[config.mk]
export PLATFORM = sky130hd
export DESIGN_NAME = radix_conversion_top
export DESIGN_NICKNAME = d
export VERILOG_FILES = /design/src/hdl/rc_pkg.sv /design/src/hdl/rc_seq.sv /design/src/hdl/rc_dp.sv /design/src/hdl/radix_conversion_top.sv
export VERILOG_INCLUDE_DIRS = /design/src /design/src/hdl
export SDC_FILE = /design/constraint.sdc
export NUM_CORES = 1
export LEC_CHECK = 0
export ABC_AREA = 0
export BUFFER_PORTS_ARGS = -buffer_cell sky130_fd_sc_hd__clkbuf_2
export CELL_PAD_IN_SITES_DETAIL_PLACEMENT = 1
export CELL_PAD_IN_SITES_GLOBAL_PLACEMENT = 2
export CORE_ASPECT_RATIO = 0.8
export CORE_MARGIN = 8
export CORE_UTILIZATION = 40
export DETAILED_ROUTE_END_ITERATION = 7
export MAX_ROUTING_LAYER = met4
export PLACE_DENSITY = 0.74
export SYNTH_ARGS = -nofsm -noshare
export SYNTH_HDL_FRONTEND = slang
export SYNTH_SLANG_ARGS = --single-unit
[constraint.sdc]
create_clock -name clk_i -period 15.2 [get_ports clk_i]
set_input_delay 3.04 -clock clk_i [delete_from_list [all_inputs] [get_ports clk_i]]
set_output_delay 3.04 -clock clk_i [all_outputs]
set_load 0.02 [all_outputs]
[src/hdl/radix_conversion_top_defines.svh]
// ----------------------------------------------------------------------------
// Radix conversion assertion macros
// Shared concurrent-check wrappers, clocked on clk_i, disabled in reset.
// ----------------------------------------------------------------------------
`ifndef RADIX_CONVERSION_TOP_DEFINES_SVH
`define RADIX_CONVERSION_TOP_DEFINES_SVH

// same-cycle implication
`define RC_ASSERT_SAME(lbl, ante, cons, msg) \
  lbl: assert property (@(posedge clk_i) disable iff (!rst_ni) (ante) |-> (cons)) \
    else $error(msg);

// next-cycle implication
`define RC_ASSERT_NEXT(lbl, ante, cons, msg) \
  lbl: assert property (@(posedge clk_i) disable iff (!rst_ni) (ante) |=> (cons)) \
    else $error(msg);

`endif

[src/hdl/rc_pkg.sv]
// ----------------------------------------------------------------------------
// Radix conversion package
// Payload types, microcode word layout, control store and digit helpers.
// ----------------------------------------------------------------------------
package rc_pkg;

  localparam int CHAR_W    = 8;
  localparam int BASE_W    = 6;
  localparam int DIGIT_W   = 7;
  localparam int STORE_W   = 6;
  localparam int REM_W     = 7;
  localparam int UPC_W     = 4;
  localparam int CFG_IDX_W = 1;

  localparam logic [CHAR_W-1:0]  ASCII_ZERO   = 8'd48;
  localparam logic [CHAR_W:0]    LETTER_OFS   = 9'd55;
  localparam logic [DIGIT_W-1:0] DIGIT_ZERO   = 7'd48;
  localparam logic [DIGIT_W-1:0] DIGIT_LETTER = 7'd55;
  localparam logic [STORE_W-1:0] DEC_RADIX    = 6'd10;
  localparam logic [BASE_W-1:0]  BASE_MIN     = 6'd2;
  localparam logic [BASE_W-1:0]  BASE_MAX     = 6'd36;
  localparam logic [BASE_W-1:0]  IN_BASE_RST  = 6'd10;
  localparam logic [BASE_W-1:0]  OUT_BASE_RST = 6'd16;

  typedef struct packed {
    logic [CHAR_W-1:0] char_in;
    logic              is_last;
  } in_item_t;

  typedef struct packed {
    logic [DIGIT_W-1:0] digit_out;
    logic               last_digit;
  } out_item_t;

  typedef enum logic [CFG_IDX_W-1:0] {
    REG_IN_BASE  = 1'b0,
    REG_OUT_BASE = 1'b1
  } reg_idx_e;

  typedef enum logic [3:0] {
    OP_NOP    = 4'd0,
    OP_MUL    = 4'd1,
    OP_ADD    = 4'd2,
    OP_DINIT  = 4'd3,
    OP_DSTART = 4'd4,
    OP_DSTEP  = 4'd5,
    OP_DSTORE = 4'd6,
    OP_READ   = 4'd7,
    OP_PUSH   = 4'd8
  } op_e;

  // branch taken when the condition holds, else fall through
  typedef enum logic [2:0] {
    C_NEVER       = 3'd0,
    C_ALWAYS      = 3'd1,
    C_IN_WAIT     = 3'd2,
    C_NOT_LAST    = 3'd3,
    C_ITER_MORE   = 3'd4,
    C_MORE_DIGITS = 3'd5,
    C_OUT_FULL    = 3'd6,
    C_PTR_MORE    = 3'd7
  } cond_e;

  typedef struct packed {
    logic              in_rdy;
    op_e               op;
    cond_e             cond;
    logic [UPC_W-1:0]  target;
  } uword_t;

  typedef struct packed {
    logic last;
    logic iter_more;
    logic more_digits;
    logic out_full;
    logic ptr_more;
  } status_t;

  localparam logic [UPC_W-1:0] UA_IDLE   = 4'd0;
  localparam logic [UPC_W-1:0] UA_MUL    = 4'd1;
  localparam logic [UPC_W-1:0] UA_ADD    = 4'd2;
  localparam logic [UPC_W-1:0] UA_DINIT  = 4'd3;
  localparam logic [UPC_W-1:0] UA_DSTART = 4'd4;
  localparam logic [UPC_W-1:0] UA_DSTEP  = 4'd5;
  localparam logic [UPC_W-1:0] UA_DSTORE = 4'd6;
  localparam logic [UPC_W-1:0] UA_READ   = 4'd7;
  localparam logic [UPC_W-1:0] UA_WAIT   = 4'd8;
  localparam logic [UPC_W-1:0] UA_PUSH   = 4'd9;
  localparam logic [UPC_W-1:0] UA_DONE   = 4'd10;

  function automatic uword_t ucode_rom(input logic [UPC_W-1:0] addr);
    uword_t w;
    case (addr)
      UA_IDLE:   w = '{1'b1, OP_NOP,    C_IN_WAIT,     UA_IDLE};
      UA_MUL:    w = '{1'b0, OP_MUL,    C_NEVER,       UA_IDLE};
      UA_ADD:    w = '{1'b0, OP_ADD,    C_NOT_LAST,    UA_IDLE};
      UA_DINIT:  w = '{1'b0, OP_DINIT,  C_NEVER,       UA_IDLE};
      UA_DSTART: w = '{1'b0, OP_DSTART, C_NEVER,       UA_IDLE};
      UA_DSTEP:  w = '{1'b0, OP_DSTEP,  C_ITER_MORE,   UA_DSTEP};
      UA_DSTORE: w = '{1'b0, OP_DSTORE, C_MORE_DIGITS, UA_DSTART};
      UA_READ:   w = '{1'b0, OP_READ,   C_NEVER,       UA_IDLE};
      UA_WAIT:   w = '{1'b0, OP_NOP,    C_OUT_FULL,    UA_WAIT};
      UA_PUSH:   w = '{1'b0, OP_PUSH,   C_PTR_MORE,    UA_READ};
      UA_DONE:   w = '{1'b0, OP_NOP,    C_ALWAYS,      UA_IDLE};
      default:   w = '{1'b0, OP_NOP,    C_ALWAYS,      UA_IDLE};
    endcase
    return w;
  endfunction

  function automatic logic [DIGIT_W-1:0] digit_char(input logic [STORE_W-1:0] r);
    logic [DIGIT_W-1:0] rx;
    rx = DIGIT_W'(r);
    return (r >= DEC_RADIX) ? rx + DIGIT_LETTER : rx + DIGIT_ZERO;
  endfunction

  function automatic logic [BASE_W-1:0] clamp_base(input logic [BASE_W-1:0] b);
    logic [BASE_W-1:0] c;
    if (b < BASE_MIN) begin
      c = BASE_MIN;
    end else if (b > BASE_MAX) begin
      c = BASE_MAX;
    end else begin
      c = b;
    end
    return c;
  endfunction

endpackage

[src/hdl/rc_seq.sv]
// ----------------------------------------------------------------------------
// Radix conversion sequencer
// Micro-PC, control store lookup and conditional branch select.
// ----------------------------------------------------------------------------
module rc_seq
  import rc_pkg::*;
(
  input  logic    clk_i,
  input  logic    rst_ni,
  input  logic    in_valid_i,
  input  status_t status_i,
  output logic    in_ready_o,
  output op_e     op_o
);

  logic [UPC_W-1:0] upc_q, upc_d;
  uword_t           uw;
  logic             take;

  assign uw = ucode_rom(upc_q);

  always_comb begin
    case (uw.cond)
      C_NEVER:       take = 1'b0;
      C_ALWAYS:      take = 1'b1;
      C_IN_WAIT:     take = !in_valid_i;
      C_NOT_LAST:    take = !status_i.last;
      C_ITER_MORE:   take = status_i.iter_more;
      C_MORE_DIGITS: take = status_i.more_digits;
      C_OUT_FULL:    take = status_i.out_full;
      C_PTR_MORE:    take = status_i.ptr_more;
      default:       take = 1'b1;
    endcase
    upc_d = take ? uw.target : upc_q + UPC_W'(1);
  end

  always_ff @(posedge clk_i or negedge rst_ni) begin
    if (!rst_ni) begin
      upc_q <= UA_IDLE;
    end else begin
      upc_q <= upc_d;
    end
  end

  assign in_ready_o = uw.in_rdy;
  assign op_o       = uw.op;

endmodule

[src/hdl/rc_dp.sv]
// ----------------------------------------------------------------------------
// Radix conversion datapath
// Accumulator, bit-serial divider, digit store and output register.
// ----------------------------------------------------------------------------
module rc_dp
  import rc_pkg::*;
#(
  parameter int VALUE_BITS = 32,
  parameter int MAX_DIGITS = 32
) (
  input  logic                 clk_i,
  input  logic                 rst_ni,
  input  logic                 cfg_we_i,
  input  logic [CFG_IDX_W-1:0] cfg_index_i,
  input  logic [BASE_W-1:0]    cfg_data_i,
  input  logic                 in_accept_i,
  input  in_item_t             in_data_i,
  input  op_e                  op_i,
  output status_t              status_o,
  output logic                 out_valid_o,
  input  logic                 out_ready_i,
  output out_item_t            out_data_o
);

  localparam int AW = (MAX_DIGITS > 1) ? $clog2(MAX_DIGITS) : 1;
  localparam int CW = $clog2(MAX_DIGITS + 1);
  localparam int IW = (VALUE_BITS > 1) ? $clog2(VALUE_BITS) : 1;

  logic [BASE_W-1:0]     in_base_q, out_base_q, base_q;
  logic [CHAR_W-1:0]     char_q;
  logic                  last_q;
  logic [VALUE_BITS-1:0] acc_q, prod_q, quo_q;
  logic [REM_W-1:0]      rem_q;
  logic [IW-1:0]         iter_q;
  logic [CW-1:0]         cnt_q;
  logic [AW-1:0]         ptr_q;
  logic [STORE_W-1:0]    rdata_q;
  logic                  out_valid_q;
  out_item_t             out_q;
  logic [STORE_W-1:0]    mem_q [MAX_DIGITS];

  logic [VALUE_BITS-1:0] char_val;
  logic signed [CHAR_W:0] char_diff;
  logic [REM_W-1:0]      shifted;
  logic                  fits;

  // digits map to 0..9, everything else to code - 55 with wrap
  always_comb begin
    char_diff = $signed({1'b0, char_q}) - $signed(LETTER_OFS);
    if (char_q inside {[8'd48:8'd57]}) begin
      char_val = VALUE_BITS'(char_q - ASCII_ZERO);
    end else begin
      char_val = VALUE_BITS'(char_diff);
    end
  end

  assign shifted = {rem_q[REM_W-2:0], quo_q[VALUE_BITS-1]};
  assign fits    = shifted >= REM_W'(base_q);

  always_ff @(posedge clk_i or negedge rst_ni) begin
    if (!rst_ni) begin
      in_base_q   <= IN_BASE_RST;
      out_base_q  <= OUT_BASE_RST;
      acc_q       <= '0;
      cnt_q       <= '0;
      out_valid_q <= 1'b0;
    end else begin
      if (cfg_we_i) begin
        case (reg_idx_e'(cfg_index_i))
          REG_IN_BASE:  in_base_q  <= cfg_data_i;
          REG_OUT_BASE: out_base_q <= cfg_data_i;
          default:      ;
        endcase
      end
      // a push loads the slot, so it never clears in the same cycle
      if (out_ready_i && (op_i != OP_PUSH)) begin
        out_valid_q <= 1'b0;
      end
      case (op_i)
        OP_ADD:    acc_q <= prod_q + char_val;
        OP_DINIT: begin
          acc_q <= '0;
          cnt_q <= '0;
        end
        OP_DSTORE: cnt_q <= cnt_q + CW'(1);
        OP_PUSH:   out_valid_q <= 1'b1;
        default:   ;
      endcase
    end
  end

  // payload, product, divider, digit store and output registers
  always_ff @(posedge clk_i) begin
    if (in_accept_i) begin
      char_q <= in_data_i.char_in;
      last_q <= in_data_i.is_last;
    end
    case (op_i)
      OP_MUL:    prod_q <= VALUE_BITS'(acc_q * in_base_q);
      OP_DINIT: begin
        quo_q  <= acc_q;
        base_q <= clamp_base(out_base_q);
      end
      OP_DSTART: begin
        rem_q  <= '0;
        iter_q <= IW'(VALUE_BITS - 1);
      end
      OP_DSTEP: begin
        rem_q  <= fits ? shifted - REM_W'(base_q) : shifted;
        quo_q  <= {quo_q[VALUE_BITS-2:0], fits};
        iter_q <= iter_q - IW'(1);
      end
      OP_DSTORE: begin
        mem_q[cnt_q[AW-1:0]] <= rem_q[STORE_W-1:0];
        ptr_q                <= cnt_q[AW-1:0];
      end
      OP_READ:   rdata_q <= mem_q[ptr_q];
      OP_PUSH: begin
        out_q.digit_out  <= digit_char(rdata_q);
        out_q.last_digit <= (ptr_q == '0);
        ptr_q            <= ptr_q - AW'(1);
      end
      default:   ;
    endcase
  end

  assign status_o.last        = last_q;
  assign status_o.iter_more   = (iter_q != '0);
  assign status_o.more_digits = (quo_q != '0) && ((cnt_q + CW'(1)) < CW'(MAX_DIGITS));
  assign status_o.out_full    = out_valid_q && !out_ready_i;
  assign status_o.ptr_more    = (ptr_q != '0);

  assign out_valid_o = out_valid_q;
  assign out_data_o  = out_q;

endmodule

[src/hdl/radix_conversion_top.sv]
// ----------------------------------------------------------------------------
// Radix conversion top level
// Accumulates digit characters in one radix, emits them in another.
// ----------------------------------------------------------------------------
// Each input transaction carries one ASCII digit ('0'-'9', else code - 55) and
// is folded into a VALUE_BITS accumulator as value * in_base + digit. A
// transaction with is_last set closes the number: the value is converted to
// out_base (clamped to 2..36) and its digits leave most significant first,
// one output transaction per digit, last_digit set on the final one; a zero
// value gives "0". At most MAX_DIGITS low-order digits are kept. An item
// without is_last passes through wait, multiply and add. A closing item
// then runs the conversion: the restoring divider shifts out one quotient
// bit per cycle, so each digit costs a full pass over all VALUE_BITS bits,
// and each digit is read from the digit store, waits for a free output slot
// and is moved into the output register. The output register holds the
// final digit while the next number is accepted.
// Configuration writes are taken at any time but belong in idle periods.
// ----------------------------------------------------------------------------
`include "radix_conversion_top_defines.svh"

module radix_conversion_top
  import rc_pkg::*;
#(
  parameter int VALUE_BITS = 32,
  parameter int MAX_DIGITS = 32
) (
  input  logic                 clk_i,
  input  logic                 rst_ni,
  // configuration write channel
  input  logic                 cfg_valid_i,
  output logic                 cfg_ready_o,
  input  logic [CFG_IDX_W-1:0] cfg_index_i,
  input  logic [BASE_W-1:0]    cfg_data_i,
  // input digits
  input  logic                 in_valid_i,
  output logic                 in_ready_o,
  input  in_item_t             in_data_i,
  // output digits
  output logic                 out_valid_o,
  input  logic                 out_ready_i,
  output out_item_t            out_data_o
);

  status_t status;
  op_e     op;
  logic    in_accept;

  // registers are plain flops, always writable
  assign cfg_ready_o = 1'b1;
  assign in_accept   = in_valid_i && in_ready_o;

  // microprogram: sequencing and branch decisions
  rc_seq u_seq (
    .clk_i      (clk_i),
    .rst_ni     (rst_ni),
    .in_valid_i (in_valid_i),
    .status_i   (status),
    .in_ready_o (in_ready_o),
    .op_o       (op)
  );

  // datapath driven by the current control word
  rc_dp #(
    .VALUE_BITS (VALUE_BITS),
    .MAX_DIGITS (MAX_DIGITS)
  ) u_dp (
    .clk_i       (clk_i),
    .rst_ni      (rst_ni),
    .cfg_we_i    (cfg_valid_i),
    .cfg_index_i (cfg_index_i),
    .cfg_data_i  (cfg_data_i),
    .in_accept_i (in_accept),
    .in_data_i   (in_data_i),
    .op_i        (op),
    .status_o    (status),
    .out_valid_o (out_valid_o),
    .out_ready_i (out_ready_i),
    .out_data_o  (out_data_o)
  );

  // a digit is loaded only when the output slot is empty or being taken
  `RC_ASSERT_SAME(a_push_slot_free, op == OP_PUSH, !status.out_full, "push into full output slot")

  // one input transaction at a time
  `RC_ASSERT_NEXT(a_one_in_flight, in_accept, !in_ready_o, "input taken twice in a row")

  // emitted characters stay within 0-9 and A-Z
  `RC_ASSERT_SAME(a_digit_legal, out_valid_o, (out_data_o.digit_out >= 7'd48 && out_data_o.digit_out <= 7'd57) || (out_data_o.digit_out >= 7'd65 && out_data_o.digit_out <= 7'd90), "illegal output digit")

endmodule

==> results by group <==
Synth
  – Post-synth EDFFs: 301
  – Yosys top cell area share: 42.2%
  – Fraction of the yosys area taken by sequential cells: 48.6%
  – Commonest register cell after synthesis: edfxtp_1
  – Area leader, netlist: edfxtp_1
  – Synth Instances: 1,792
  – Number of library cell types mapped by synthesis: 75
  – Post-Syn Area: 21,400 um^2
  – Async SR Flop Fraction: 15.4%
  – Syn avg cell area: 12.0 um^2
  – Most frequent cell after synthesis: edfxtp_1
  – Synth Warn #: 0
  – Synth top area cells: edfxtp_1, fa_1, mux4_2
  – Post-Syn Nets: 2,015
  – Synth cell count leaders: edfxtp_1, nand2_1, inv_1, and2_1, fa_1
  – Seq cells post-synth: 356

STA
  – Minimum clock period: 5.61 ns
  – Fin crit share: 36.9%
  – Setup_tns: 0 ns
  – Final Setup Violations: 0
  – Worst slew pin tran: 1.20 ns
  – RSZ-0062 raised after global routing: false
  – Hold Vio Cnt, Final: 0
  – Slew headroom: 19.9%
  – Final count of pins violating max slew: 0
  – FMAX: 178 MHz
  – Final Hold Slack: 0.507 ns
  – Setup Skew: 0.0176 ns

Worst setup path
  – Most Frequent Cell on Critical Path: fa_1
  – Worst setup path class: flip-flop to flip-flop
  – CP cell instances: and2_1 > fa_1 > inv_1 > fa_1 > fa_1 > inv_1 > ha_1 > a21o_1 > a21oi_1 > o21a_1 > o221ai_1 > a211oi_1 > o21a_1 > o21ai_1 > a21oi_1 > xnor2_1
  – Setup crit start kind: flip-flop
  – Critical-path top delay cell: dfstp_2
  – CP endpoint kind: flip-flop
  – Family with the most delay on the worst path: compound AO/OA/AOI/OAI gates
  – Number of buffers and inverters on the critical path: 2
  – CP max stage delay: 0.92 ns
  – WP data required: 15.51 ns
  – CP arrival: 5.92 ns
  – Crit path max fanout: 32

Place
  – GPL Wtd Cong: 0.781
  – Dpl cells: 2,474
  – Dpl cell area: 22,300 um^2
  – Buffers on Ports: 30
  – Final HPWL DP: 38,300 um

Floorplanning
  – Core ar.: 53,400 um^2
  – I/O pins: 32
  – Rows: 76
  – Initial Util: 40.1%
  – Die H: 223 um
  – Die width: 275 um
  – Die area: 61,300 um^2

Finish
  – Nets@finish: 2,036
  – Multi-input logic area: 10,100 um^2
  – Area Growth Syn to Fin: 10.4%
  – Non-Filler Instances: 2,546
  – Share of layout cells above drive strength 1: 11.6%
  – Fill count: 5,699
  – Reg area: 10,400 um^2
  – Final Cell Area: 23,700 um^2
  – # diodes: 0

Detailed routing
  – Via count: 13,700
  – First-pass iteration count of the detailed router: 5
  – Total routed wirelength: 53,300 um
  – Post-route ant nets: 0
  – Drt wl/cell: 20.9 um
  – Post-DR vias/cell: 5.39
  – Initial detailed-routing violation count: 943
  – Drt drc: 0

Clock tree
  – Max H-tree Level: 2
  – Reg clk slew, reported paths: 0.06 ns
  – Worst skew pair latency: 0.56 ns
  – CTS tree: done
  – Root buf cell: clkbuf_16
  – Num CTS Buffers: 39
  – Cts hold-fix bufs: 0
  – Post-CTS sizing: 0
  – # Post-CTS Setup Buffers: 0
  – CTS max path bufs: 3
  – CTS sink count: 356

GRT
  – First-pass GRT wire length: 86,100 um
  – Number of global-route vias before repair: 14,900
  – Initial antenna violation count: 1
  – Largest net degree at the start of global routing: 56
  – GRT overflow: 0
  – GRT Resource Usage Total: 18.4%

Power
  – Maximum vdd drop: 61.6 uV
  – Total Power Consumption: 2.08 mW
  – Power Density: 88.0 nW/um^2
  – Pleak: 9.49 nW

Hold path
  – Path type of the worst min-delay path: flip-flop to flip-flop

Run status
  – Outcome: finished clean

Flow run
  – Max-capacitance violation count: 0
==> routing by layer <==
| metal | part of all wire [%] | global-route usage, % | vias to the layer above | wire, um |
|---|---|---|---|---|
| met1 | 50 | 26.3 | 7092 | 26500 |
| met5 | 0 | - | - | 0 |
| met3 | 5.1 | 3.19 | 68 | 2740 |
| met2 | 43 | 27.2 | 264 | 23100 |
| li1 | - | - | 6295 | - |
| met4 | 1.9 | 4.42 | 0 | 1020 |
==> where the power goes <==
part	internal [mW]	leakage, nW	switching, mW
Combinational	0.0106	5.40	0.0209
Sequential	1.05	3.44	0.0125
Clock	0.574	0.658	0.413
==> cells in the final DEF (no fill, tap or decap), types with 5 or more instances in the layout <==
cell,n
a211oi_1,12
a21o_1,24
a21oi_1,56
a31oi_1,6
and2_1,156
and3_1,8
buf_4,18
clkbuf_16,40
clkbuf_2,29
clkinv_2,11
dfrtp_1,52
edfxtp_1,301
fa_1,111
ha_1,91
inv_1,180
mux2_2,20
mux4_2,60
nand2_1,226
nand2b_1,10
nand3_1,22
nand3b_1,7
nand4_1,9
nor2_1,79
nor2b_1,13
nor3_1,17
nor4_1,11
o21a_1,9
o21ai_0,72
o21ai_1,5
o21bai_1,10
o31ai_1,8
or3_1,6
xnor2_1,54
xor2_1,22
==> per-stage QoR <==
stage	worst slack, ns	util [%]
after floorplan	10.30	-
after global placement	9.69	41.8
after detailed placement	9.65	41.8
after CTS	9.59	44.3
after global routing	9.11	44.3
final	9.59	44.3
==> worst paths after layout <==
check | startpoint | end | cells past startpoint | slack [ns]
max in group asynchronous | rst_ni | u_dp.acc_q[7]$_DFFE_PN0P_ | 2 | 11.93
max reg2reg | u_dp.in_base_q[1]$_DFFE_PN1P_ | u_dp.prod_q[29]$_DFFE_PN_ | 16 | 9.59
min in group asynchronous | rst_ni | u_dp.out_base_q[2]$_DFFE_PN0P_ | 2 | 2.67
max | u_dp.in_base_q[1]$_DFFE_PN1P_ | u_dp.prod_q[29]$_DFFE_PN_ | 16 | 9.59
min | u_dp.in_base_q[2]$_DFFE_PN0P_ | u_dp.in_base_q[2]$_DFFE_PN0P_ | 1 | 0.51
min reg2reg | u_dp.in_base_q[2]$_DFFE_PN0P_ | u_dp.in_base_q[2]$_DFFE_PN0P_ | 1 | 0.51
==> kinds of logic after synthesis <==
| kind of cell | Yosys count | share of synthesized area [%] |
|---|---|---|
| flip-flops | 356 | 48.6 |
| other | 1 | 0.0175 |
| AND/OR/NAND/NOR | 577 | 13.2 |
| multiplexers | 81 | 7.40 |
| XOR/XNOR | 76 | 3.10 |
| buffers and inverters | 248 | 4.39 |
| adder cells (fa/ha/maj) | 203 | 15.7 |
| AO/OA/AOI/OAI | 250 | 7.58 |
==> worst register-to-register path, cell delays in order (launching register included) <==
cell      delay [ns]
dfstp_2         0.92
and2_1          0.28
fa_1            0.41
inv_1           0.08
fa_1            0.44
fa_1            0.56
inv_1           0.05
ha_1            0.34
a21o_1          0.19
a21oi_1         0.31
o21a_1          0.22
o221ai_1        0.29
a211oi_1        0.73
o21a_1          0.23
o21ai_1         0.07
a21oi_1         0.17
xnor2_1         0.08
==> area by class of cell <==
| type | instances | share of cell area, % |
|---|---|---|
| Clock buffer | 48 | 4.53 |
| Clock inverter | 24 | 1.06 |
| Inverter | 180 | 2.86 |
| Multi-Input combinational cell | 1188 | 42.6 |
| Sequential cell | 356 | 44.0 |
| Tap cell | 702 | 3.71 |
| Timing Repair Buffer | 48 | 1.21 |
==> flip-flops by register name (all words and copies together), names as in the netlist, 4 cells and up <==
signal / count
u_dp.rem_q: 6
u_dp.iter_q: 5
u_dp.in_base_q: 6
u_dp.mem_q: 192
u_dp.rdata_q: 6
u_dp.out_base_q: 6
u_dp.cnt_q: 6
u_dp.quo_q: 32
u_dp.base_q: 6
u_dp.char_q: 8
u_dp.acc_q: 32
u_dp.prod_q: 32
u_seq.upc_q: 4
u_dp.out_data_o: 8
u_dp.ptr_q: 5
No activity file was read; power rests on OpenSTA's default activity.
